==> src/rtl/loas_frame_splitter_top_defines.svh <==
// assertion macros for the loas frame splitter
`ifndef LOAS_FRAME_SPLITTER_TOP_DEFINES_SVH
`define LOAS_FRAME_SPLITTER_TOP_DEFINES_SVH

// same-cycle implication, checked on every rising clock edge outside reset
`define LOAS_ASSERT_NOW(label, ante, cons, msg) \
    label: assert property (@(posedge clk) disable iff (!rst_n) (ante) |-> (cons)) \
        else $error(msg);

// next-cycle implication, checked on every rising clock edge outside reset
`define LOAS_ASSERT_NEXT(label, ante, cons, msg) \
    label: assert property (@(posedge clk) disable iff (!rst_n) (ante) |=> (cons)) \
        else $error(msg);

`endif

==> src/rtl/loas_pkg.sv <==
package loas_pkg;

    // sync pair: first byte, then a byte with the top three bits set
    localparam logic [7:0]  SYNC_BYTE = 8'h56;
    localparam logic [2:0]  SYNC_TOP  = 3'b111;
    // frame length field counts bytes after the three header bytes
    localparam logic [13:0] LEN_EXTRA = 14'd3;

    // header positions that carry fields
    localparam logic [13:0] HDR_LEN_HI = 14'd1;
    localparam logic [13:0] HDR_LEN_LO = 14'd2;
    localparam logic [13:0] HDR_CHAN   = 14'd6;

    typedef enum logic [2:0] {
        LOCK_HUNT   = 3'b001,
        LOCK_ON     = 3'b010,
        LOCK_RESYNC = 3'b100
    } lock_state_t;

    typedef enum logic [1:0] {
        KIND_DISCARD = 2'd0,
        KIND_FRAME   = 2'd1,
        KIND_START   = 2'd2,
        KIND_NEW_SEG = 2'd3
    } kind_t;

endpackage

==> src/rtl/loas_frame_splitter_top.sv <==
// channel   direction  handshake                  payload
// data      in         data_valid / data_stall    data_byte, end_of_stream
// result    out        result_valid / result_stall out_byte, byte_kind, channel_config,
//                                                 segment_number, sync_lost, last_item
//
// one word per clock unless stalled; each byte comes back one word later, once the
// following byte has given the lookahead needed to recognize the sync pair
// a word with end_of_stream while a byte is held makes two results: the held
// byte goes out at once and the final byte from the flush state, data_stall high then
// the result register frees on the same edge it is taken, so result_stall
// reaches data_stall combinationally and a full pipe keeps moving
// rst_n clears lock, frame counters, channel and segment count (async, low)
`include "loas_frame_splitter_top_defines.svh"

module loas_frame_splitter_top
(
    input  logic        clk,
    input  logic        rst_n,

    input  logic        data_valid,
    output logic        data_stall,
    input  logic [7:0]  data_byte,
    input  logic        end_of_stream,

    output logic        result_valid,
    input  logic        result_stall,
    output logic [7:0]  out_byte,
    output logic [1:0]  byte_kind,
    output logic [3:0]  channel_config,
    output logic [15:0] segment_number,
    output logic        sync_lost,
    output logic        last_item
);

    // lock and frame state
    loas_pkg::lock_state_t lock_reg, lock_next;
    logic [13:0] pos_reg, pos_next;
    logic [13:0] flen_reg, flen_next;
    logic [4:0]  hdr1_reg, hdr1_next;
    logic        chan_valid_reg, chan_valid_next;
    logic [3:0]  chan_reg, chan_next;
    logic        cut_reg, cut_next;
    logic [15:0] seg_reg, seg_next;

    // held byte waiting for its lookahead, and the pending final byte
    logic [7:0]  held_byte_reg;
    logic        held_valid_reg;
    logic        flush_reg;

    // result register
    logic        result_valid_reg;
    logic [7:0]  out_byte_reg;
    loas_pkg::kind_t kind_reg, kind_next;
    logic [3:0]  chan_out_reg;
    logic [15:0] seg_out_reg;
    logic        lost_reg, lost_next;
    logic        last_reg;

    // classifier inputs and helpers
    logic        can_emit;
    logic        accept;
    logic        fire;
    logic [7:0]  cls_byte;
    logic        cls_has_next;
    logic [7:0]  cls_look;
    logic        cls_last;
    logic        second_ok;
    logic        pair;
    logic [13:0] pos_inc;
    logic        start;
    logic        new_seg;
    logic        cap_en;
    logic [13:0] cap_pos;

    assign can_emit   = !result_valid_reg || !result_stall;
    assign data_stall = flush_reg || !can_emit;
    assign accept     = data_valid && !data_stall;

    // one classification per cycle at most
    assign fire = can_emit && (flush_reg || (accept && (held_valid_reg || end_of_stream)));

    always_comb
    begin
        // pick what gets classified this cycle
        if (flush_reg)
        begin
            cls_byte     = held_byte_reg;
            cls_has_next = 1'b0;
            cls_look     = 8'd0;
            cls_last     = 1'b1;
        end
        else if (held_valid_reg)
        begin
            cls_byte     = held_byte_reg;
            cls_has_next = 1'b1;
            cls_look     = data_byte;
            cls_last     = 1'b0;
        end
        else
        begin
            // nothing held: only reached with end_of_stream
            cls_byte     = data_byte;
            cls_has_next = 1'b0;
            cls_look     = 8'd0;
            cls_last     = 1'b1;
        end

        // without lookahead, a locked boundary trusts the first sync byte
        second_ok = cls_has_next ? (cls_look[7:5] == loas_pkg::SYNC_TOP)
                                 : (lock_reg == loas_pkg::LOCK_ON);
        pair      = (cls_byte == loas_pkg::SYNC_BYTE) && second_ok;
        pos_inc   = pos_reg + 14'd1;

        lock_next       = lock_reg;
        pos_next        = pos_reg;
        flen_next       = flen_reg;
        hdr1_next       = hdr1_reg;
        chan_valid_next = chan_valid_reg;
        chan_next       = chan_reg;
        cut_next        = cut_reg;
        seg_next        = seg_reg;
        kind_next       = loas_pkg::KIND_DISCARD;
        lost_next       = 1'b0;
        start           = 1'b0;
        new_seg         = 1'b0;
        cap_en          = 1'b0;
        cap_pos         = pos_inc;

        unique case (lock_reg)
            loas_pkg::LOCK_ON:
            begin
                if (pos_inc == flen_reg)
                begin
                    if (pair)
                    begin
                        start = 1'b1;
                    end
                    else
                    begin
                        // expected sync word missing
                        lost_next = 1'b1;
                        kind_next = loas_pkg::KIND_FRAME;
                        lock_next = loas_pkg::LOCK_RESYNC;
                        cut_next  = 1'b1;
                    end
                end
                else
                begin
                    pos_next  = pos_inc;
                    kind_next = loas_pkg::KIND_FRAME;
                    cap_en    = 1'b1;
                end
            end
            loas_pkg::LOCK_RESYNC:
            begin
                if (pair)
                    start = 1'b1;
                else
                    kind_next = loas_pkg::KIND_FRAME;
            end
            default:
            begin
                if (pair)
                    start = 1'b1;
            end
        endcase

        if (start)
        begin
            new_seg   = cut_reg || (lock_reg != loas_pkg::LOCK_ON);
            pos_next  = 14'd0;
            lock_next = loas_pkg::LOCK_ON;
            cut_next  = 1'b0;
            cap_en    = 1'b1;
            cap_pos   = 14'd0;
            if (new_seg)
            begin
                seg_next        = seg_reg + 16'd1;
                chan_valid_next = 1'b0;
                kind_next       = loas_pkg::KIND_NEW_SEG;
            end
            else
            begin
                kind_next = loas_pkg::KIND_START;
            end
        end

        // header field capture; a frame start is always position zero,
        // so the channel check never meets the new-segment path
        if (cap_en)
        begin
            if (cap_pos == loas_pkg::HDR_LEN_HI)
                hdr1_next = cls_byte[4:0];
            if (cap_pos == loas_pkg::HDR_LEN_LO)
                flen_next = {1'b0, hdr1_reg, cls_byte} + loas_pkg::LEN_EXTRA;
            if (cap_pos == loas_pkg::HDR_CHAN)
            begin
                if (!chan_valid_reg)
                begin
                    chan_valid_next = 1'b1;
                    chan_next       = cls_byte[6:3];
                end
                else if (chan_reg != cls_byte[6:3])
                begin
                    // channel change opens a segment on this byte
                    chan_next = cls_byte[6:3];
                    seg_next  = seg_reg + 16'd1;
                    kind_next = loas_pkg::KIND_NEW_SEG;
                end
            end
        end
    end

    // control state
    always_ff @(posedge clk or negedge rst_n)
    begin
        if (!rst_n)
        begin
            lock_reg         <= loas_pkg::LOCK_HUNT;
            pos_reg          <= 14'd0;
            flen_reg         <= 14'd0;
            chan_valid_reg   <= 1'b0;
            chan_reg         <= 4'd0;
            cut_reg          <= 1'b0;
            seg_reg          <= 16'd0;
            held_valid_reg   <= 1'b0;
            flush_reg        <= 1'b0;
            result_valid_reg <= 1'b0;
        end
        else
        begin
            if (fire)
            begin
                lock_reg       <= lock_next;
                pos_reg        <= pos_next;
                flen_reg       <= flen_next;
                chan_valid_reg <= chan_valid_next;
                chan_reg       <= chan_next;
                cut_reg        <= cut_next;
                seg_reg        <= seg_next;
            end

            if (flush_reg)
            begin
                if (can_emit)
                    flush_reg <= 1'b0;
            end
            else if (accept)
            begin
                if (end_of_stream)
                begin
                    // a held byte goes out now, the final byte from the flush state
                    flush_reg      <= held_valid_reg;
                    held_valid_reg <= 1'b0;
                end
                else
                begin
                    held_valid_reg <= 1'b1;
                end
            end

            result_valid_reg <= fire || (result_valid_reg && result_stall);
        end
    end

    // payload registers
    always_ff @(posedge clk)
    begin
        if (accept)
            held_byte_reg <= data_byte;
        if (fire)
        begin
            hdr1_reg     <= hdr1_next;
            out_byte_reg <= cls_byte;
            kind_reg     <= kind_next;
            chan_out_reg <= chan_valid_next ? chan_next : 4'd0;
            seg_out_reg  <= seg_next;
            lost_reg     <= lost_next;
            last_reg     <= cls_last;
        end
    end

    assign result_valid   = result_valid_reg;
    assign out_byte       = out_byte_reg;
    assign byte_kind      = kind_reg;
    assign channel_config = chan_out_reg;
    assign segment_number = seg_out_reg;
    assign sync_lost      = lost_reg;
    assign last_item      = last_reg;

    // a lost sync word is still delivered as a frame byte
    `LOAS_ASSERT_NOW(a_lost_is_frame, result_valid && sync_lost, byte_kind == loas_pkg::KIND_FRAME, "sync loss on a byte that is not a frame byte")

    // bytes before first lock see no segment and no channel
    `LOAS_ASSERT_NOW(a_discard_unlocked, result_valid && byte_kind == loas_pkg::KIND_DISCARD, segment_number == 16'd0 && channel_config == 4'd0, "discarded byte after lock")

    // every new-segment result advances the segment count by exactly one
    `LOAS_ASSERT_NEXT(a_seg_step, fire && kind_next == loas_pkg::KIND_NEW_SEG, seg_reg == $past(seg_reg) + 16'd1, "segment count did not step by one")

    // end of stream with a byte held leaves the final byte pending
    `LOAS_ASSERT_NEXT(a_flush_pending, accept && end_of_stream && held_valid_reg, flush_reg && !held_valid_reg, "final byte not pending after end of stream")

endmodule

==> config.mk <==
export PLATFORM = sky130hd
export DESIGN_NAME = loas_frame_splitter_top
export DESIGN_NICKNAME = d
export VERILOG_FILES = /design/src/rtl/loas_pkg.sv /design/src/rtl/loas_frame_splitter_top.sv
export VERILOG_INCLUDE_DIRS = /design/src /design/src/rtl
export SDC_FILE = /design/constraint.sdc
export NUM_CORES = 1
export LEC_CHECK = 0
export BUFFER_PORTS_ARGS = -buffer_cell sky130_fd_sc_hd__buf_2
export CORE_UTILIZATION = 40
export CTS_CLUSTER_DIAMETER = 120
export CTS_CLUSTER_SIZE = 24
export DETAILED_ROUTE_END_ITERATION = 10
export GPL_ROUTABILITY_DRIVEN = 0
export SLEW_MARGIN = 20
export SYNTH_ARGS = -nofsm -noshare
export SYNTH_HDL_FRONTEND = slang
export SYNTH_SLANG_ARGS = --single-unit
==> constraint.sdc <==
create_clock -name clk -period 7.9 [get_ports clk]
set_clock_uncertainty 0.15 [all_clocks]
set_input_delay 0.79 -clock clk [delete_from_list [all_inputs] [get_ports clk]]
set_output_delay 0.79 -clock clk [all_outputs]
set_load 0.01 [all_outputs]
After elaboration in Yosys (flattened, before gate mapping) --
Cells that the tools add are included.
Storage, ports and cells: register bits 101, bits of input ports 13, output and inout bits 34, logic and storage cells 113
Operators by class: $add $sub $neg 3, eq/ne operators 12, muxes and demuxes 56, bitwise gates (word level) 1, reduce and logical (&&, ||, !) cells 23
Operators with widths (number):
- 2-to-1 mux 16 bit | 6
- 2-to-1 mux 14 bit | 4
- 2-to-1 mux 8 bit | 4
- 2-to-1 mux 1 bit | 27
- adder 16 x 1 -> 16 bit, second input constant | 1
- 2-to-1 mux 4 bit | 4
- adder 13 x 2 -> 14 bit, second input constant | 1
- adder 14 x 1 -> 14 bit, second input constant | 1
- == test 14 x 1 -> 1 bit, second input constant | 1
- == test 14 bit | 1
- == test 14 x 2 -> 1 bit, second input constant | 1
- == test 14 x 3 -> 1 bit, second input constant | 1
- 2-to-1 mux 2 bit | 6
- 2-to-1 mux 3 bit | 4
- AND reduction 3 bit | 3
- == test 8 x 7 -> 1 bit, second input constant | 1
- == test 3 bit, second input constant | 2
- logical OR 1 bit | 6
- logical AND 1 bit | 5
- logical NOT 1 bit | 4
- != test 4 bit | 1
- case mux 2 bit (2 select lines) | 1
- AND reduction 2 bit | 2
- AND reduction 4 bit | 1
- other kinds (6) | 7

Logic depth before layout (Yosys ltp) --
Gate-level depths: netlist of the first run.
word-level depth 13, depth in mapped cells 12, mapped depth without buffers 10

Least setup slack after synthesis of the first run --
OpenSTA, ideal clock, no wires.
path kind register to register, start reg pos_reg[1], end reg seg_out_reg[1], in the netlist segment_number[1], data pin, data arrival time 2790 ps, data required time 7488 ps, setup slack 4698 ps, stages on the path, launching flop included 11, buffers on the path 2, clock period less this slack 3202 ps, cell sequence dfrtp_1 -> ha_1 -> and2_1 -> buf_2 -> nand3_4 -> a311o_1 -> nand2b_1 -> or4_4 -> a31oi_4 -> buf_4 -> mux2_1
Between the ends: word-level cells in the longest chain between the ends 9
Ends and longest elaborated chain:
- start: declaration | line loas_frame_splitter_top.sv:37 | logic [13:0] pos_reg, pos_next;
- start signal: assignment | line loas_frame_splitter_top.sv:235 | pos_reg <= pos_next;
- adder 14 x 1 -> 14 bit * | line loas_frame_splitter_top.sv:112 | pos_inc = pos_reg + 14'd1;
- branches (longest 7 deep; another with 2-to-1 mux 16 bit)
- 2-to-1 mux 16 bit * | line loas_frame_splitter_top.sv:190 | if (cap_en)
- named net seg_next[1] | line loas_frame_splitter_top.sv:43 | logic [15:0] seg_reg, seg_next;
- end signal: assignment | line loas_frame_splitter_top.sv:277 | seg_out_reg <= seg_next;
- end: declaration | line loas_frame_splitter_top.sv:55 | logic [15:0] seg_out_reg;
Mark *: on every way through the listed nets, which the timed path passes. A chain may end at the register's enable or synchronous reset.

Final worst setup path of the first run --
start reg pos_reg[0], end reg seg_reg[1]
Between the ends: word-level cells in the longest chain between the ends 9
Ends and longest elaborated chain:
- adder 14 x 1 -> 14 bit * | line loas_frame_splitter_top.sv:112
- branches (longest 7 deep; another with 2-to-1 mux 16 bit)
- 2-to-1 mux 16 bit * | line loas_frame_splitter_top.sv:190
- end signal: assignment | line loas_frame_splitter_top.sv:240 | seg_reg <= seg_next;
- end: declaration | line loas_frame_splitter_top.sv:43
Mark *: on every way between the ends.

==> metrics.md, run 1 <==
| Metric | Value |
|---|---|
| CTS tree | `built` |
| Most frequent cells after synthesis | `dfrtp_1, edfxtp_1, nand2_1` |
| CTS Buffer Depth | `2` |
| Initial antenna violation count | `0` |
| RSZ-0062 raised after global routing | `false` |
| Die area | `roughly 14000 µm²` |
| Synth top area share | `25.4%` |
| Gr usage total | `16.4%` |
| Final Slew Violations | `0` |
| DR WL/cell | `15.0 µm` |
| Final HPWL DP | `approximately 7500 µm` |
| Row cnt | `41` |
| Synthesized cell area | `roughly 5300 µm²` |
| Setup TNS | `0 ns` |
| Die height | `117 µm` |
| CTS Buf Count | `9` |
| Cts repair resizes | `0` |
| Final setup margin | `about 3.9 ns` |
| Final Util | `46.3%` |
| Syn Nets | `509` |
| Ranking of synthesized cells by area | `dfrtp_1, edfxtp_1, xnor2_1, xor2_1, nand2_1` |
| Top-count cell post-synth | `dfrtp_1` |
| Detailed Route Iter0 Violations | `225` |
| Final count of negative-setup-slack endpoints | `0` |
| Status | `completed` |
| P_leak | `roughly 2.5 nW` |
| Worst Tran Pin Value | `0.807 ns` |
| Via count | `~3700` |
| CTS Hold Buffers Added | `0` |
| Pre-CTS worst setup slack | `around 4.0 ns` |
| Hold/Removal Path Class | `flip-flop to flip-flop` |
| Fmax | `about 0.25 GHz` |
| # diodes | `0` |
| Met2 WL | `between 5000 and 6000 µm` |
| Power Density | `slightly below 200 nW/µm²` |
| Most used DFF post-synth | `dfrtp_1` |
| Highest Signal Layer | `met4` |
| Synth unique cells | `56` |
| Final Critical Period | `~4.0 ns` |
| Initial DRT Pass Iterations | `4` |
| Antenna Nets Post-Route | `0` |
| Hold WS | `between 0.3 and 0.4 ns` |
| Yosys reg bits | `100` |
| Fin crit share | `between 50% and 60%` |
| Post-synthesis sequential area ratio | `about half` |
| Non-Filler Instances | `roughly 700` |
| VDD IR max | `roughly 0.17 mV` |
| Remaining Overflow, GRT | `0` |
| Syn_area_per_cell | `between 10 and 15 µm²` |
| Worst-skew pair later-pin latency | `roughly 0.34 ns` |
| Post-CTS setup buffer count | `0` |
| Htree depth | `3` |
| Post-synth ARST share | `55.0%` |
| Initial Utilization | `between 40% and 50%` |
| Worst setup EP type | `flip-flop` |
| Final Hold Vio Count | `0` |
| First-pass GRT wire length | `between 15000 and 20000 µm` |
| Clock Tree Root | `clkbuf_16` |
| Largest net degree at the start of global routing | `56` |
| Yosys warnings | `0` |
| Max-slew headroom | `46.2%` |
| Number of max-cap violations | `0` |
| Crit path DAT | `approximately 4 ns` |
| # IOs | `47` |
| Die span in x | `around 120 µm` |
| Post-synth EDFFs | `between 40 and 50` |
| WL met3 | `around 430 µm` |
| Startpoint Class | `flip-flop` |
| PortBufs | `46` |
| Vias/cell | `roughly 5.3` |
| WL met1 | `4860 µm` |
| Setup Crit Path Kind | `flip-flop to flip-flop` |
| Share of post-route cells with drive strength above 1 | `between 10% and 20%` |
| Residual DRC | `0` |
| Area added between synthesis and finish | `11.3%` |
| WP data required | `~8 ns` |
| CORE AREA | `between 10000 and 15000 µm²` |
| Vias in the first global route | `between 3000 and 4000` |
| Routed WL | `roughly 11000 µm` |
| Placed cells | `around 690` |
| CTS clk-pin slew, worst paths | `0.06 ns` |
| Layout net count | `543` |
| Syn Inst Count | `492` |
| Yosys top cell by area | `dfrtp_1` |
| # clock sinks | `100` |
| Critical path peak fanout | `31` |
## layer usage
layer	GRT usage, %	up-vias
li1	-	1814
met1	20.6	1778
met2	27.7	89
met3	3.50	14
met4	6.33	0
met5	0	-
## final cells by class
| cell class | instances | area [µm²] |
|---|---|---|
| Fill cell | 1180 | 6850 |
| Tap cell | 172 | 215 |
| Multi-Input combinational cell | 350 | 2390 |
| Inverter | 16 | 60.1 |
| Clock inverter | 1 | 7.51 |
| Clock buffer | 15 | 268 |
| Sequential cell | 100 | 2730 |
| Timing Repair Buffer | 49 | 253 |
## worst max-delay path: stages, from the launching register on
cell and delay (ns):
dfrtp_1 0.54, ha_1 0.34, and2_1 0.33, nand3_4 0.14, a311o_1 0.42, nand2b_1 0.16, or4_4 0.54, a31oi_4 0.68
nor2_1 0.18, mux2_1 0.35
## power breakdown
part	switching (mW)	internal, mW	total (mW)
registers	0.0161	0.581	0.597
clock network	0.177	0.231	0.409
logic	0.0981	0.0504	0.149
## path summary, 6_finish.rpt
path                            cells after the start  slack, ns              to   startpoint
max in group asynchronous                           2       6.67  held_valid_reg        rst_n
worst min register to register                      1       0.34     seg_reg[15]  seg_reg[15]
worst min-delay path                                1       0.34     seg_reg[15]  seg_reg[15]
min in group asynchronous                           2       0.45      pos_reg[7]        rst_n
worst max-delay path                                9       3.95      seg_reg[1]   pos_reg[0]
worst max register to register                      9       3.95      seg_reg[1]   pos_reg[0]
## cells by family (layout without fill, tap and decap cells)
logic type	after synthesis	after routing	share of synthesized area [%]
simple gates	188	188	19.2
flops	100	100	51.3
xor+xnor	70	70	11.8
compound gates	59	59	6.94
buf+inv	42	81	3.98
mux	29	29	5.88
fa+ha+maj	4	4	0.941
## cell usage in the layout (no fill, tap or decap), types with 8 or more instances in the layout
cell	synthesis	layout
dfrtp_1	54	54
buf_2	4	46
edfxtp_1	45	45
nand2_1	42	42
xnor2_1	35	35
xor2_1	34	34
nor2_1	30	30
nand3_1	28	28
o21ai_0	26	25
nor3_1	24	24
inv_1	15	15
a21oi_1	13	13
mux2i_1	11	11
mux2_1	10	10
nand2b_1	9	9
clkbuf_16	0	9
nand4_1	8	8
mux2_2	8	8
## per-stage QoR
step | total power, mW | instance area (µm²)
2_1_floorplan | 0.700 | 5320
3_3_place_gp | 0.756 | 5640
3_5_place_dp | 0.757 | 5640
4_1_cts | 1.17 | 5910
5_1_grt | 1.21 | 5920
6_report | 1.15 | 5920
No activity file was read; power rests on OpenSTA's default activity.
==> inputs of run 2 (changes only) <==
Clock period 7.9 ns to 3.78 ns, I/O delays scaled along.
==> run 2 against run 1 <==
Combinational power rose by 110%. Power grew 110%. Non-clock buffer count increased by 7. Via count decreased by 0.84%. Count of clock-buffer cells in the layout shrank 5. Critical endpoint is now segment_number[1]. Setup slack got worse by 3.6 ns.
==> metrics.md, run 2 (same netlist as run 1, synthesis figures left out) <==
| Metric | Value |
|---|---|
| Worst Tran Pin Value | `between 0.6 and 0.7 ns` |
| Fmax | `about 0.29 GHz` |
| CORE AREA | `12800 µm²` |
| Final Hold Vio Count | `0` |
| R2r worst-path depth | `9` |
| # IOs | `47` |
| CTS Buffer Depth | `2` |
| Startpoint of the worst hold path | `data_byte[0]` |
| Final Slew Violations | `0` |
| Initial Utilization | `41.6%` |
| # diodes | `0` |
| Cell Chain, Critical Path | `ha_1, and2_1, nand3_4, a311o_1, nand2b_1, or4_4, a31oi_4, buf_12, mux2_1` |
| Gr usage total | `between 15 and 20%` |
| Max-slew headroom | `a little over half` |
| Antenna Nets Post-Route | `0` |
| VDD IR max | `between 0.3 and 0.4 mV` |
| # clock sinks | `100` |
| Final HPWL DP | `7700 µm` |
| WP data required | `roughly 3.7 ns` |
| Largest net degree at the start of global routing | `44` |
| Initial antenna violation count | `0` |
| RSZ-0062 raised after global routing | `false` |
| Cts repair resizes | `0` |
| Met2 WL | `just under 5000 µm` |
| CTS tree | `built` |
| CTS Buf Count | `9` |
| PortBufs | `46` |
| Worst-skew pair later-pin latency | `0.35 ns` |
| DR WL/cell | `around 15 µm` |
| Via count | `3664` |
| Die height | `around 120 µm` |
| Hold/Removal Path Class | `primary input to flip-flop` |
| Register area | `roughly 2700 µm²` |
| P_leak | `approximately 2.6 nW` |
| Multi-input logic area | `between 2000 and 2500 µm²` |
| Routed WL | `10500 µm` |
| WL met3 | `354 µm` |
| Fill cell count | `about 1200` |
| Row cnt | `41` |
| Commonest non-fill, non-tap cells in the layout | `dfrtp_1, edfxtp_1, buf_2` |
| Critical path peak fanout | `31` |
| Residual DRC | `0` |
| Reg-to-reg critical path startpoint | `pos_reg[1]` |
| Max incr delay on CP | `between 0.5 and 0.6 ns` |
| R2R setup slack | `around 0.3 ns` |
| Slowest CP cell | `or4_4` |
| Layout net count | `550` |
| Reg-to-Reg End | `segment_number[1]` |
| Htree depth | `3` |
| Share of post-route cells with drive strength above 1 | `between 10% and 20%` |
| Highest Signal Layer | `met4` |
| Worst setup EP type | `flip-flop` |
| Power Density | `a little over 400 nW/µm²` |
| Remaining Overflow, GRT | `0` |
| Crit path DAT | `approximately 3.4 ns` |
| Clock Tree Root | `clkbuf_16` |
| Hold EP | `held_byte_reg[0]` |
| First-pass GRT wire length | `roughly 18000 µm` |
| Final Critical Period | `roughly 3.5 ns` |
| Vias/cell | `5.16` |
| Die area | `around 14000 µm²` |
| Setup Crit Path Kind | `flip-flop to flip-flop` |
| Hold path cells | `1` |
| Detailed Route Iter0 Violations | `between 150 and 200` |
| Die span in x | `roughly 120 µm` |
| WL met1 | `5020 µm` |
| CTS clk-pin slew, worst paths | `approximately 0.07 ns` |
| Area added between synthesis and finish | `13.0%` |
| Final count of negative-setup-slack endpoints | `0` |
| Fin crit share | `slightly above 90%` |
| Hold WS | `roughly 0.076 ns` |
| Commonest non-fill, non-tap cell in the layout | `dfrtp_1` |
| Status | `completed` |
| Setup TNS | `0 ns` |
| Initial DRT Pass Iterations | `4` |
| Vias in the first global route | `approximately 3600` |
| Startpoint Class | `flip-flop` |
| Number of max-cap violations | `0` |
-- run 2: cell types whose count changed in the layout (fill, tap and decap cells not counted), moves of 2 or more --
cell	previous run	this run
buf_4	3	9
clkbuf_1	4	0
clkbuf_8	2	0
clkinv_4	0	2
inv_6	0	2
-- run 2: worst max path at each step --
stage	startpoint	to	slack, ns	cells after the start
CTS	pos_reg[1]	segment_number[1]	0.31	9
finish	pos_reg[1]	segment_number[1]	0.30	9
detailed placement	pos_reg[1]	segment_number[1]	0.32	9
floorplan	pos_reg[1]	segment_number[1]	0.58	10
global route	pos_reg[1]	flen_reg[12]	0.14	10
global placement	pos_reg[1]	segment_number[1]	0.40	9
-- run 2: metrics by stage --
| stage | util [%] | total power, mW | setup WS [ns] | std cells | area, µm² |
|---|---|---|---|---|---|
| after floorplan | - | 1.46 | 0.578 | 492 | 5320 |
| after global placement | 44.6 | 1.58 | 0.399 | 693 | 5700 |
| after detailed placement | 44.6 | 1.58 | 0.321 | 693 | 5700 |
| after CTS | 47.0 | 2.51 | 0.315 | 709 | 6000 |
| after global routing | 47.1 | 2.59 | 0.137 | 710 | 6010 |
| final | 47.1 | 2.47 | 0.295 | 710 | 6010 |
-- run 2: layer usage --
metal	vias to the layer above	GRT usage, %
met5	-	0
met4	0	5.76
met3	12	3.89
met2	65	26.5
met1	1754	21.3
li1	1833	-
-- run 2: area by class of cell --
class                   instances  share of cell area [%]
multi-input cells             350                    39.6
well taps                     172                    3.58
repair buffers                 56                    5.37
clock inverters                 6                   0.874
clock buffers                  10                    4.16
flip-flops and latches        100                    45.4
inverters                      16                   0.999
-- run 2: report_power, final --
group / internal, mW / switching, mW / total, mW
clock network: 0.498 / 0.417 / 0.915
logic: 0.107 / 0.204 / 0.311
registers: 1.21 / 0.0332 / 1.25
-- run 2: repair_timing --
| item | in CTS | in global routing |
|---|---|---|
| setup buffers | 0 | 0 |
| endpoints found under the hold margin | 0 | 41 |
| hold buffers | 0 | 1 |
-- run 2: worst max-delay path: cells and delay by family, from the launching register on --
kind | cells | cell delay [ns]
flops | 1 | 0.44
mux | 1 | 0.33
fa+ha+maj | 1 | 0.32
compound gates | 2 | 0.61
buf+inv | 1 | 0.20
simple gates | 4 | 1.18
==> inputs of run 3 (changes only) <==
Settings changed: ABC_AREA set to 1.
==> run 3 against run 2 <==
Cell count increased by 27%. Setup slack improved by 0.0012 ns. First-iteration DRC count increased by 68%. Synthesized cell count increased by 36%. Largest cell class unchanged. Sequential share of layout area decreased by 2.1 points. Register-to-register slack about the same. Critical path depth increased by 8. Clock power decreased by 2.4%. Combinational power increased to 4.3 times the previous value. Via count increased by 22%.
==> metrics.md, run 3 <==
| Metric | Value |
|---|---|
| Die area | `approximately 14000 µm²` |
| Worst setup EP type | `flip-flop` |
| Yosys top cell by area | `dfrtp_1` |
| Routed WL | `approximately 12000 µm` |
| Post-synthesis sequential area ratio | `49.0%` |
| Yosys reg bits | `100` |
| Gr usage total | `a little under a fifth` |
| Worst Tran Pin Value | `0.612 ns` |
| Syn Nets | `684` |
| Status | `completed` |
| Crit path DAT | `~3.5 ns` |
| Final Hold Vio Count | `0` |
| Residual DRC | `0` |
| Max-slew headroom | `59.2%` |
| Startpoint Class | `flip-flop` |
| Share of post-route cells with drive strength above 1 | `approximately 18%` |
| P_leak | `between 2 and 3 nW` |
| Vias in the first global route | `between 4000 and 5000` |
| # diodes | `0` |
| # clock sinks | `100` |
| Fmax | `approximately 0.29 GHz` |
| Most frequent cells after synthesis | `nand2_1, inv_1, nand3_1` |
| # IOs | `47` |
| Ranking of synthesized cells by area | `dfrtp_1, edfxtp_1, nand2_1, nand3_1, inv_1` |
| Initial DRT Pass Iterations | `5` |
| Remaining Overflow, GRT | `0` |
| Vias/cell | `4.96` |
| Commonest non-fill, non-tap cell in the layout | `nand2_1` |
| CTS tree | `built` |
| Syn Inst Count | `667` |
| Die span in x | `~120 µm` |
| Power Density | `around 610 nW/µm²` |
| Cts repair resizes | `0` |
| Met1 GRT Util | `between 20% and 30%` |
| Worst-skew pair later-pin latency | `between 0.3 and 0.4 ns` |
| First-pass GRT wire length | `around 21000 µm` |
| Post-synth EDFFs | `45` |
| Yosys warnings | `0` |
| Number of max-cap violations | `0` |
| Antenna Nets Post-Route | `0` |
| Met3 Use GR | `approximately 3.0%` |
| CTS Buf Count | `9` |
| Area added between synthesis and finish | `13.3%` |
| RSZ-0062 raised after global routing | `false` |
| Htree depth | `3` |
| Top-count cell post-synth | `nand2_1` |
| Hold/Removal Path Class | `primary input to flip-flop` |
| Largest net degree at the start of global routing | `36` |
| CTS clk-pin slew, worst paths | `approximately 0.070 ns` |
| Synthesized cell area | `approximately 5600 µm²` |
| DR WL/cell | `roughly 14 µm` |
| Detailed Route Iter0 Violations | `around 260` |
| Die height | `between 100 and 150 µm` |
| Final Critical Period | `between 3 and 4 ns` |
| Syn_area_per_cell | `about 8.3 µm²` |
| Final Slew Violations | `0` |
| Post-synth ARST share | `a little under three fifths` |
| Design Area, Final | `6310 µm²` |
| Setup Crit Path Kind | `flip-flop to flip-flop` |
| Synth unique cells | `50` |
| Commonest non-fill, non-tap cells in the layout | `nand2_1, inv_1, nand3_1` |
| PortBufs | `between 40 and 50` |
| Dpl cell area | `approximately 6000 µm²` |
| CTS Buffer Depth | `2` |
| Critical path peak fanout | `16` |
| GRT met2 Usage | `approximately 29%` |
| Synth top area share | `roughly a quarter` |
| Layout net count | `around 740` |
| Clock Tree Root | `clkbuf_16` |
| Most used DFF post-synth | `dfrtp_1` |
| Initial antenna violation count | `0` |
| Initial Utilization | `between 40% and 50%` |
| Final count of negative-setup-slack endpoints | `0` |
| CORE AREA | `~13000 µm²` |
| Setup TNS | `0 ns` |
| Final HPWL DP | `just over 9000 µm` |
| Fin crit share | `92.2%` |
| WP data required | `3.74 ns` |
| GRT busiest layer | `met2` |
| Row cnt | `42` |
| Fill cell count | `roughly 1300` |
| Via count | `~4500` |
| VDD IR max | `0.271 mV` |
==> run 3: what timing repair did <==
action,CTS,global route
buffers inserted,0,2
setup endpoints to repair,0,60
hold buffers,1,0
endpoints found under the hold margin,23,0
==> run 3: cell families after synthesis <==
family / synth area share (%)
AND/OR/NAND/NOR: 31.3
buffers and inverters: 8.02
AO/OA/AOI/OAI: 6.36
XOR/XNOR: 4.40
flip-flops: 49.0
adder cells (fa/ha/maj): 0.899
==> run 3: critical path: stages, from the launching register on <==
cell and delay, ns:
dfrtp_1 0.45, nor2_4 0.13, inv_1 0.11, or2_2 0.28, o21ai_0 0.19, ha_1 0.23, inv_1 0.05, nor2_2 0.15
and3_1 0.16, and3_2 0.22, nand2_4 0.11, o21ai_0 0.13, nand2_1 0.15, nor2_2 0.15, nand3_4 0.10, nand2_4 0.22
nand2_1 0.11, and2_1 0.15
==> run 3: final timing paths <==
path / cells after the start / from / end / slack (ns)
worst max-delay path: 17 / flush_reg / segment_number[6] / 0.30
worst min-delay path: 1 / data_byte[3] / held_byte_reg[3] / 0.07
worst max register to register: 17 / flush_reg / segment_number[6] / 0.30
worst min register to register: 2 / lock_reg[0] / lock_reg[0] / 0.33
max in group asynchronous: 3 / rst_n / chan_reg[2] / 2.23
min in group asynchronous: 2 / rst_n / pos_reg[12] / 0.41
==> run 3: power breakdown <==
part | switching [mW] | internal (mW)
clock | 0.436 | 0.457
combinational | 0.898 | 0.444
sequential | 0.158 | 1.42
total | 1.49 | 2.32
==> run 3: area by class of cell <==
| class | count | area, µm² | area share, % |
|---|---|---|---|
| sequential | 100 | 2730 | 43.3 |
| multi-input combinational | 460 | 2400 | 38.0 |
| tap | 176 | 220 | 3.49 |
| clock inverter | 7 | 60.1 | 0.952 |
| timing repair buffer | 58 | 323 | 5.12 |
| clock buffer | 9 | 225 | 3.57 |
| inverter | 93 | 350 | 5.55 |
==> run 3: routing by layer <==
metal  vias up  part of all wire [%]
met3        29                   4.8
li1       2283                     -
met4         0                   2.8
met1      2050                    48
met5         -                     0
met2       116                    44
==> run 3: stage by stage <==
step	setup slack, ns	hold WS (ns)	utilization, %	std cells	power, mW
after global routing	0.0115	0.0547	47.1	903	4.08
after detailed placement	0.0840	0.268	44.8	884	2.93
after CTS	0.0843	0.0563	47.0	901	3.83
after floorplan	0.634	-0.0676	-	667	2.53
final	0.297	0.0664	47.1	903	3.82
after global placement	0.229	0.275	44.8	884	2.90
